File: config.mk
export PLATFORM = sky130hd
export DESIGN_NAME = sectored_cache_set_plru
export DESIGN_NICKNAME = d
export VERILOG_FILES = /design/src/rtl/core/scsp_pkg.sv /design/src/rtl/core/sectored_cache_set_plru.sv /design/src/rtl/core/scsp_lookup.sv /design/src/rtl/core/scsp_ways.sv
export SDC_FILE = /design/constraint.sdc
export NUM_CORES = 2
export LEC_CHECK = 0
export BUFFER_PORTS_ARGS = -buffer_cell sky130_fd_sc_hd__buf_2
export CORE_ASPECT_RATIO = 1.4
export CORE_MARGIN = 2
export CORE_UTILIZATION = 45
export CTS_CLUSTER_SIZE = 24
export DETAILED_ROUTE_END_ITERATION = 6
export PLACE_DENSITY = 0.69
export SLEW_MARGIN = 20
export SYNTH_ARGS = -nofsm -noshare
export SYNTH_HDL_FRONTEND = slang
export SYNTH_SLANG_ARGS = --single-unit
export TNS_END_PERCENT = 30
File: constraint.sdc
create_clock -name clk_i -period 6.3 [get_ports clk_i]
set_input_delay 0.945 -clock clk_i [delete_from_list [all_inputs] [get_ports clk_i]]
set_output_delay 0.945 -clock clk_i [all_outputs]
set_load 0.02 [all_outputs]
File: src/rtl/core/scsp_pkg.sv
package scsp_pkg;

  // fixed field widths of the set interface
  localparam int unsigned SCSP_WAYS      = 16;
  localparam int unsigned SCSP_SECTORS   = 8;
  localparam int unsigned SCSP_TAG_BITS  = 32;
  localparam int unsigned SCSP_ADDR_BITS = 48;
  localparam int unsigned SCSP_KIND_BITS = 4;

  // operation codes, unlisted codes behave as a lookup
  typedef enum logic [SCSP_KIND_BITS-1:0] {
    KIND_LOOKUP     = 4'd0,
    KIND_ACCESS     = 4'd1,
    KIND_INSERT     = 4'd2,
    KIND_EVICT      = 4'd3,
    KIND_VALIDATE   = 4'd4,
    KIND_INVALIDATE = 4'd5,
    KIND_BUSY       = 4'd6,
    KIND_IDLE       = 4'd7,
    KIND_SET_DIRTY  = 4'd8,
    KIND_ADD        = 4'd9
  } kind_e;

  typedef struct packed {
    logic [SCSP_KIND_BITS-1:0] kind;
    logic [SCSP_TAG_BITS-1:0]  tag;
    logic [SCSP_TAG_BITS-1:0]  new_tag;
    logic [SCSP_SECTORS-1:0]   sector_bits;
    logic                      is_write;
    logic [SCSP_ADDR_BITS-1:0] inst_addr;
  } in_t;

  typedef struct packed {
    logic                      found;
    logic                      block_valid;
    logic                      block_busy;
    logic                      block_dirty;
    logic [SCSP_SECTORS-1:0]   sector_valid_mask;
    logic [SCSP_SECTORS-1:0]   used_mask;
    logic [SCSP_SECTORS-1:0]   dirty_sector_mask;
    logic [SCSP_SECTORS-1:0]   missing_mask;
    logic                      victim_found;
    logic [SCSP_TAG_BITS-1:0]  victim_tag;
    logic                      free_way_exists;
    logic [SCSP_ADDR_BITS-1:0] stored_inst_addr;
  } out_t;

endpackage

File: src/rtl/core/sectored_cache_set_plru.sv
// path: an item passes through the input register, then the tag compare and state
// update into the result register, from which it transfers out
// throughput: 1 item per cycle unless the output stalls; the cycle is set by
// the parallel tag compare, first-match select and state update between the
// two registers
// reset: all way state and per-way bits clear, plru_enable 1, both registers empty
module sectored_cache_set_plru #(
  parameter int unsigned WAYS = scsp_pkg::SCSP_WAYS
) (
  input  logic           clk_i,
  input  logic           rst_ni,
  input  logic           in_valid_i,
  output logic           in_stall_o,
  input  scsp_pkg::in_t  in_data_i,
  output logic           out_valid_o,
  input  logic           out_stall_i,
  output scsp_pkg::out_t out_data_o,
  input  logic           cfg_valid_i,
  output logic           cfg_ready_o,
  input  logic           cfg_data_i
);
  import scsp_pkg::*;

  logic  in_valid_q;
  in_t   in_data_q;
  logic  out_valid_q;
  out_t  out_data_q;
  logic  plru_enable_q;
  logic  advance;
  out_t  result;
  logic [WAYS-1:0] hit;

  logic [WAYS-1:0][SCSP_TAG_BITS-1:0]  tags;
  logic [WAYS-1:0][SCSP_SECTORS-1:0]   present;
  logic [WAYS-1:0][SCSP_SECTORS-1:0]   used;
  logic [WAYS-1:0][SCSP_SECTORS-1:0]   written;
  logic [WAYS-1:0][SCSP_ADDR_BITS-1:0] addr;
  logic [WAYS-1:0] valid;
  logic [WAYS-1:0] busy;
  logic [WAYS-1:0] dirty;
  logic [WAYS-1:0] mru;

  // the held item moves on when the result register is free or being emptied
  assign advance    = in_valid_q & (~out_valid_q | ~out_stall_i);
  assign in_stall_o = in_valid_q & ~advance;

  // config register, always ready
  assign cfg_ready_o = 1'b1;
  always_ff @(posedge clk_i or negedge rst_ni) begin
    if (!rst_ni) begin
      plru_enable_q <= 1'b1;
    end else if (cfg_valid_i) begin
      plru_enable_q <= cfg_data_i;
    end
  end

  // input register
  always_ff @(posedge clk_i or negedge rst_ni) begin
    if (!rst_ni) begin
      in_valid_q <= 1'b0;
    end else if (!in_stall_o) begin
      in_valid_q <= in_valid_i;
    end
  end
  always_ff @(posedge clk_i) begin
    if (!in_stall_o && in_valid_i) begin
      in_data_q <= in_data_i;
    end
  end

  scsp_lookup #(
    .WAYS(WAYS)
  ) u_lookup (
    .tag_i        (in_data_q.tag),
    .sector_bits_i(in_data_q.sector_bits),
    .plru_enable_i(plru_enable_q),
    .tags_i       (tags),
    .present_i    (present),
    .used_i       (used),
    .written_i    (written),
    .addr_i       (addr),
    .valid_i      (valid),
    .busy_i       (busy),
    .dirty_i      (dirty),
    .mru_i        (mru),
    .hit_o        (hit),
    .result_o     (result)
  );

  scsp_ways #(
    .WAYS(WAYS)
  ) u_ways (
    .clk_i        (clk_i),
    .rst_ni       (rst_ni),
    .update_i     (advance),
    .op_i         (in_data_q),
    .hit_i        (hit),
    .plru_enable_i(plru_enable_q),
    .tags_o       (tags),
    .present_o    (present),
    .used_o       (used),
    .written_o    (written),
    .addr_o       (addr),
    .valid_o      (valid),
    .busy_o       (busy),
    .dirty_o      (dirty),
    .mru_o        (mru)
  );

  // result register
  always_ff @(posedge clk_i or negedge rst_ni) begin
    if (!rst_ni) begin
      out_valid_q <= 1'b0;
    end else if (advance) begin
      out_valid_q <= 1'b1;
    end else if (!out_stall_i) begin
      out_valid_q <= 1'b0;
    end
  end
  always_ff @(posedge clk_i) begin
    if (advance) begin
      out_data_q <= result;
    end
  end

  assign out_valid_o = out_valid_q;
  assign out_data_o  = out_data_q;

endmodule

File: src/rtl/core/scsp_lookup.sv
module scsp_lookup #(
  parameter int unsigned WAYS = scsp_pkg::SCSP_WAYS
) (
  input  logic [scsp_pkg::SCSP_TAG_BITS-1:0]             tag_i,
  input  logic [scsp_pkg::SCSP_SECTORS-1:0]              sector_bits_i,
  input  logic                                           plru_enable_i,
  input  logic [WAYS-1:0][scsp_pkg::SCSP_TAG_BITS-1:0]   tags_i,
  input  logic [WAYS-1:0][scsp_pkg::SCSP_SECTORS-1:0]    present_i,
  input  logic [WAYS-1:0][scsp_pkg::SCSP_SECTORS-1:0]    used_i,
  input  logic [WAYS-1:0][scsp_pkg::SCSP_SECTORS-1:0]    written_i,
  input  logic [WAYS-1:0][scsp_pkg::SCSP_ADDR_BITS-1:0]  addr_i,
  input  logic [WAYS-1:0]                                valid_i,
  input  logic [WAYS-1:0]                                busy_i,
  input  logic [WAYS-1:0]                                dirty_i,
  input  logic [WAYS-1:0]                                mru_i,
  output logic [WAYS-1:0]                                hit_o,
  output scsp_pkg::out_t                                 result_o
);
  import scsp_pkg::*;

  logic [WAYS-1:0] tag_eq;
  logic [WAYS-1:0] hit;
  logic [WAYS-1:0] not_mru;
  logic [WAYS-1:0] victim;

  // parallel tag compare, lowest matching way wins
  always_comb begin
    for (int i = 0; i < WAYS; i++) begin
      tag_eq[i] = (tags_i[i] == tag_i);
    end
  end
  assign hit     = tag_eq & (~tag_eq + WAYS'(1));
  assign not_mru = ~mru_i;
  assign victim  = not_mru & (~not_mru + WAYS'(1));
  assign hit_o   = hit;

  // one-hot selects of the matched and victim ways
  always_comb begin
    logic [SCSP_SECTORS-1:0]   pres;
    logic [SCSP_SECTORS-1:0]   used;
    logic [SCSP_SECTORS-1:0]   wrt;
    logic [SCSP_ADDR_BITS-1:0] addr;
    logic [SCSP_TAG_BITS-1:0]  vtag;
    pres = '0;
    used = '0;
    wrt  = '0;
    addr = '0;
    vtag = '0;
    for (int i = 0; i < WAYS; i++) begin
      pres = pres | (present_i[i] & {SCSP_SECTORS{hit[i]}});
      used = used | (used_i[i] & {SCSP_SECTORS{hit[i]}});
      wrt  = wrt | (written_i[i] & {SCSP_SECTORS{hit[i]}});
      addr = addr | (addr_i[i] & {SCSP_ADDR_BITS{hit[i]}});
      vtag = vtag | (tags_i[i] & {SCSP_TAG_BITS{victim[i]}});
    end
    result_o.found             = |tag_eq;
    result_o.block_valid       = |(valid_i & hit);
    result_o.block_busy        = |(busy_i & hit);
    result_o.block_dirty       = |(dirty_i & hit);
    result_o.sector_valid_mask = pres;
    result_o.used_mask         = used;
    result_o.dirty_sector_mask = wrt;
    result_o.missing_mask      = (|tag_eq) ? (sector_bits_i & ~pres) : '0;
    result_o.victim_found      = plru_enable_i & (|not_mru);
    result_o.victim_tag        = plru_enable_i ? vtag : '0;
    result_o.free_way_exists   = |(~valid_i);
    result_o.stored_inst_addr  = addr;
  end

endmodule

File: src/rtl/core/scsp_ways.sv
module scsp_ways #(
  parameter int unsigned WAYS = scsp_pkg::SCSP_WAYS
) (
  input  logic                                           clk_i,
  input  logic                                           rst_ni,
  input  logic                                           update_i,
  input  scsp_pkg::in_t                                  op_i,
  input  logic [WAYS-1:0]                                hit_i,
  input  logic                                           plru_enable_i,
  output logic [WAYS-1:0][scsp_pkg::SCSP_TAG_BITS-1:0]   tags_o,
  output logic [WAYS-1:0][scsp_pkg::SCSP_SECTORS-1:0]    present_o,
  output logic [WAYS-1:0][scsp_pkg::SCSP_SECTORS-1:0]    used_o,
  output logic [WAYS-1:0][scsp_pkg::SCSP_SECTORS-1:0]    written_o,
  output logic [WAYS-1:0][scsp_pkg::SCSP_ADDR_BITS-1:0]  addr_o,
  output logic [WAYS-1:0]                                valid_o,
  output logic [WAYS-1:0]                                busy_o,
  output logic [WAYS-1:0]                                dirty_o,
  output logic [WAYS-1:0]                                mru_o
);
  import scsp_pkg::*;

  logic [WAYS-1:0][SCSP_TAG_BITS-1:0]  tags_q, tags_d;
  logic [WAYS-1:0][SCSP_SECTORS-1:0]   present_q, present_d;
  logic [WAYS-1:0][SCSP_SECTORS-1:0]   used_q, used_d;
  logic [WAYS-1:0][SCSP_SECTORS-1:0]   written_q, written_d;
  logic [WAYS-1:0][SCSP_ADDR_BITS-1:0] addr_q, addr_d;
  logic [WAYS-1:0] valid_q, valid_d;
  logic [WAYS-1:0] busy_q, busy_d;
  logic [WAYS-1:0] dirty_q, dirty_d;
  logic [WAYS-1:0] mru_q, mru_d;
  logic [WAYS-1:0] mru_touched;
  logic [WAYS-1:0] mru_after_touch;
  logic [WAYS-1:0] sel;

  // only the matched way of a found tag changes
  assign sel = hit_i & {WAYS{update_i}};

  // mru touch: set the bit, and restart the round when all bits are set
  assign mru_touched     = mru_q | hit_i;
  assign mru_after_touch = (&mru_touched) ? hit_i : mru_touched;

  // per-way bit vectors
  always_comb begin
    valid_d = valid_q;
    busy_d  = busy_q;
    dirty_d = dirty_q;
    mru_d   = mru_q;
    if (|sel) begin
      case (op_i.kind)
        KIND_ACCESS: begin
          if (plru_enable_i) begin
            mru_d = mru_after_touch;
          end
        end
        KIND_INSERT: begin
          mru_d = mru_after_touch;
        end
        KIND_EVICT: begin
          valid_d = valid_q & ~sel;
          dirty_d = dirty_q & ~sel;
          mru_d   = mru_q & ~sel;
        end
        KIND_VALIDATE:   valid_d = valid_q | sel;
        KIND_INVALIDATE: valid_d = valid_q & ~sel;
        KIND_BUSY:       busy_d  = busy_q | sel;
        KIND_IDLE:       busy_d  = busy_q & ~sel;
        KIND_SET_DIRTY:  dirty_d = dirty_q | sel;
        default: ;
      endcase
    end
  end

  // per-way tag, sector masks and address
  always_comb begin
    tags_d    = tags_q;
    present_d = present_q;
    used_d    = used_q;
    written_d = written_q;
    addr_d    = addr_q;
    for (int i = 0; i < WAYS; i++) begin
      if (sel[i]) begin
        case (op_i.kind)
          KIND_ACCESS: begin
            used_d[i] = used_q[i] | op_i.sector_bits;
            if (op_i.is_write) begin
              written_d[i] = written_q[i] | op_i.sector_bits;
            end
          end
          KIND_INSERT: begin
            tags_d[i]    = op_i.new_tag;
            present_d[i] = op_i.sector_bits;
            used_d[i]    = '0;
            written_d[i] = '0;
            addr_d[i]    = op_i.inst_addr;
          end
          KIND_EVICT: begin
            present_d[i] = '0;
            used_d[i]    = '0;
            written_d[i] = '0;
            addr_d[i]    = '0;
          end
          KIND_INVALIDATE: begin
            present_d[i] = '0;
            used_d[i]    = '0;
            written_d[i] = '0;
          end
          KIND_ADD: begin
            present_d[i] = present_q[i] | op_i.sector_bits;
          end
          default: ;
        endcase
      end
    end
  end

  // set state registers
  always_ff @(posedge clk_i or negedge rst_ni) begin
    if (!rst_ni) begin
      tags_q    <= '0;
      present_q <= '0;
      used_q    <= '0;
      written_q <= '0;
      addr_q    <= '0;
      valid_q   <= '0;
      busy_q    <= '0;
      dirty_q   <= '0;
      mru_q     <= '0;
    end else begin
      tags_q    <= tags_d;
      present_q <= present_d;
      used_q    <= used_d;
      written_q <= written_d;
      addr_q    <= addr_d;
      valid_q   <= valid_d;
      busy_q    <= busy_d;
      dirty_q   <= dirty_d;
      mru_q     <= mru_d;
    end
  end

  assign tags_o    = tags_q;
  assign present_o = present_q;
  assign used_o    = used_q;
  assign written_o = written_q;
  assign addr_o    = addr_q;
  assign valid_o   = valid_q;
  assign busy_o    = busy_q;
  assign dirty_o   = dirty_q;
  assign mru_o     = mru_q;

endmodule

==> reports/results.txt <==
Post_cts resized - 0
Vias in the first global route - 68.3k
# fillers - 16.9k
Seq/Total Area, Yosys - 0.580
PortBufs - 250
Flop2flop setup slack - 0.37 ns
Placer Congestion - 1.06
Clock Sinks - 1974
Die extent in y - 525 microns
Int Power - 20.4 mW
Cell area after synthesis - 87300 sq um
Crit path capture - u_ways.mru_o[15]
Initial antenna violation count - 21
Failing checks - DRC
WP buf/inv - 3
Worst path max stage delay - 0.87 ns
Synthesized instance count - 7999
Gr usage total - 0.327
Normalized max-slew margin - 0.137
H-tree Lvls - 4
Sw Share - 0.236
Layout cells sized above 1 - 0.171
TritonCTS clock tree - yes
I/O Pins - 252
Setup bufs post-CTS - 0
CTS Buf Count - 196
Pwr Total - 26.7 mW
Cell Chain, Critical Path - buf_4 -> xnor2_1 -> nand4_1 -> nor4_1 -> buf_4 -> nand3_1 -> nor4_2 -> buf_4 -> o221a_2 -> nand4_1 -> or4b_1 -> a221o_1
Setup crit start - in_data_q[97]
Synth Warn # - 0
Net count, final - 8123
WP data required - 7.06 ns
DRT Pass-1 Iters - 7
Status - complete, but fails checks
Pwr dens - 271 nW/um^2
Static Leak - 45.0 nW
Psw - 6.31 mW
CP Max Fanout - 54
Worst path most repeated cell - buf_4
Number of library cell types mapped by synthesis - 64
Die ar. - 198000 sq um
Final hold violation count - 0
Max-cap viol count - 0
Largest net degree at the start of global routing - 185
Area leader, netlist - dfrtp_1
Clock buffer depth - 4
Vias per inst - 6.49
DR DRC count - 12
Congestion Overflow GR - 0
Clock Power Share - 0.463
Syn nets - 8130
Sequential power share - 0.495
RR Endpoint - u_ways.mru_o[15]
1st-iter DRT viols - 9673
Crit path launch type - flip-flop
Wire per inst - 30.8 microns
Combinational Power Share - 0.042
CP top delay family - simple AND/OR/NAND/NOR gates
Worst Reg-to-Reg Cells - 12
Worst Max-Slew Pin Slew - 1.29 ns
RR Startpoint - in_data_q[97]
Worst path slowest cell - buf_4
# rows - 191
Post-Route Skew - 0.106 ns
CTS Root Cell - clkbuf_16
Core ar. - 193000 sq um
RSZ-0062 raised after global routing - no
Vias - 69.2k
Synthesized flop and latch total - 1974
DP HPWL - 210000 microns
Fin crit period - 5.93 ns
Syn Area/Cell - 10.9 sq um
HP Class - in -> async
Hold-fix buffers, CTS - 0
Critical Path AT - 6.69 ns
Achievable Freq - 0.169 GHz
Reg clk slew, reported paths - 0.07 ns
Post-synth ARST share - 0.877
Die width - 376 microns
Synth top area cells - dfrtp_1 (50%), edfxtp_1 (8.4%), mux2_2 (6.2%), nand2_1 (5.0%), o21ai_0 (3.6%)
Peak supply drop - 0.254 mV
Post-route setup TNS - 0 ns
Post-synth top flop - dfrtp_1
Period utilization - 0.942
Slew Limit Fails - 0
Dominant cell by count in the synthesized netlist - dfrtp_1
Global-route wire length before repair - 476000 microns
Cell depth of the worst setup path - 12
Setup-failing EPs final - 0
Worst Path Class, Setup - reg -> reg
Commonest cells post-synth - dfrtp_1 (1730), nand2_1 (1156), o21ai_0 (631)
Final wirelength - 328000 microns
Synthesis-to-layout area growth - 13.0%
Starting Density - 0.452
Worst hold-check slack - 0.0488 ns
EDFF count, synth - 243
Antenna-violating nets left - 0
Top-area cell type share of the netlist area - 0.496
Worst skew pair latency - 0.92 ns
Setup crit end kind - flip-flop
[area by class of cell]
type	count	area [sq um]	share of cell area
diodes	8	20.0	0.000203
clock buffers	289	5800	0.0588
clock inverters	68	915	0.00928
inverters	44	170	0.00173
multi-input cells	5266	34000	0.345
flip-flops and latches	1974	50600	0.513
well taps	2509	3140	0.0318
repair buffers	510	3880	0.0394
[worst register-to-register path: cells and delay by family, from the launching register on]
kind / cells / cell delay, ns
compound gates: 2 / 0.70
buf+inv: 3 / 1.36
simple gates: 6 / 2.54
flops: 1 / 0.67
xor+xnor: 1 / 0.56
[per-layer routing]
metal,global-route usage,routed length [microns],vias to the layer above
met2,0.518,152000,4377
met3,0.0652,30300,1306
met4,0.242,29400,12
li1,-,-,28800
met1,0.397,117000,34700
met5,0,102,-
[worst min path at each step]
stage / startpoint / to / slack, ns / cells after the start
2_1_floorplan: u_ways.addr_o[576] / u_ways.addr_o[576] / 0.44 / 2
3_3_place_gp: u_ways.addr_o[601] / u_ways.addr_o[601] / 0.45 / 2
3_5_place_dp: u_ways.addr_o[581] / u_ways.addr_o[581] / 0.46 / 2
4_1_cts: rst_ni / u_ways.tags_o[406] / 0.1 / 1
5_1_grt: rst_ni / u_ways.tags_o[326] / 0.10 / 1
6_report: rst_ni / u_ways.tags_o[326] / 0.05 / 1
[kinds of logic (layout without fill, tap and decap cells)]
logic type,after synthesis,count (layout),share of synthesized area
buf+inv,759,911,0.0350
xor+xnor,512,512,0.0514
other cells,1,9,0.0000430
flops,1974,1974,0.580
simple gates,2055,2055,0.104
mux,487,487,0.0628
compound gates,2211,2211,0.167
[per-stage QoR]
stage | util | instance area, sq um | setup WS [ns] | cells
CTS | 0.510 | 98400 | 0.704 | 10700
global route | 0.510 | 98600 | 0.403 | 10700
finish | 0.511 | 98600 | 0.366 | 10700
detailed placement | 0.475 | 91700 | 0.750 | 10300
floorplan | - | 87300 | 0.0957 | 7999
global placement | 0.475 | 91700 | 0.748 | 10300
[cell usage in the layout (no fill, tap or decap), types with 160 or more instances in the layout]
cell,n
mux2_2,477
o21ai_0,630
edfxtp_1,243
dfrtp_1,1728
nand4_1,201
a22oi_1,160
nor2_1,322
a222oi_1,174
buf_2,249
buf_4,207
clkbuf_16,201
xnor2_1,301
nand2_1,1143
xor2_1,208
a21oi_1,607
a22o_1,195
[registers in the layout, indices dropped and copies added, names as in the netlist, named ones only]
signal	count
u_ways.addr_o	768
u_ways.written_o	128
u_ways.tags_o	512
in_valid_q	1
u_ways.used_o	128
u_ways.mru_o	16
in_data_q	125
plru_enable_q	1
out_valid_o	1
out_data_o	118
u_ways.present_o	128
[power groups by stage]
stage | registers, mW | clock network (mW) | logic (mW)
floorplan | 13.4 | 0 | 0.478
global placement | 13.5 | 0 | 1.07
detailed placement | 13.5 | 0 | 1.09
CTS | 13.2 | 12.5 | 1.09
global route | 13.2 | 13.0 | 1.19
finish | 13.2 | 12.4 | 1.12
(Power assumes the default switching activity.)
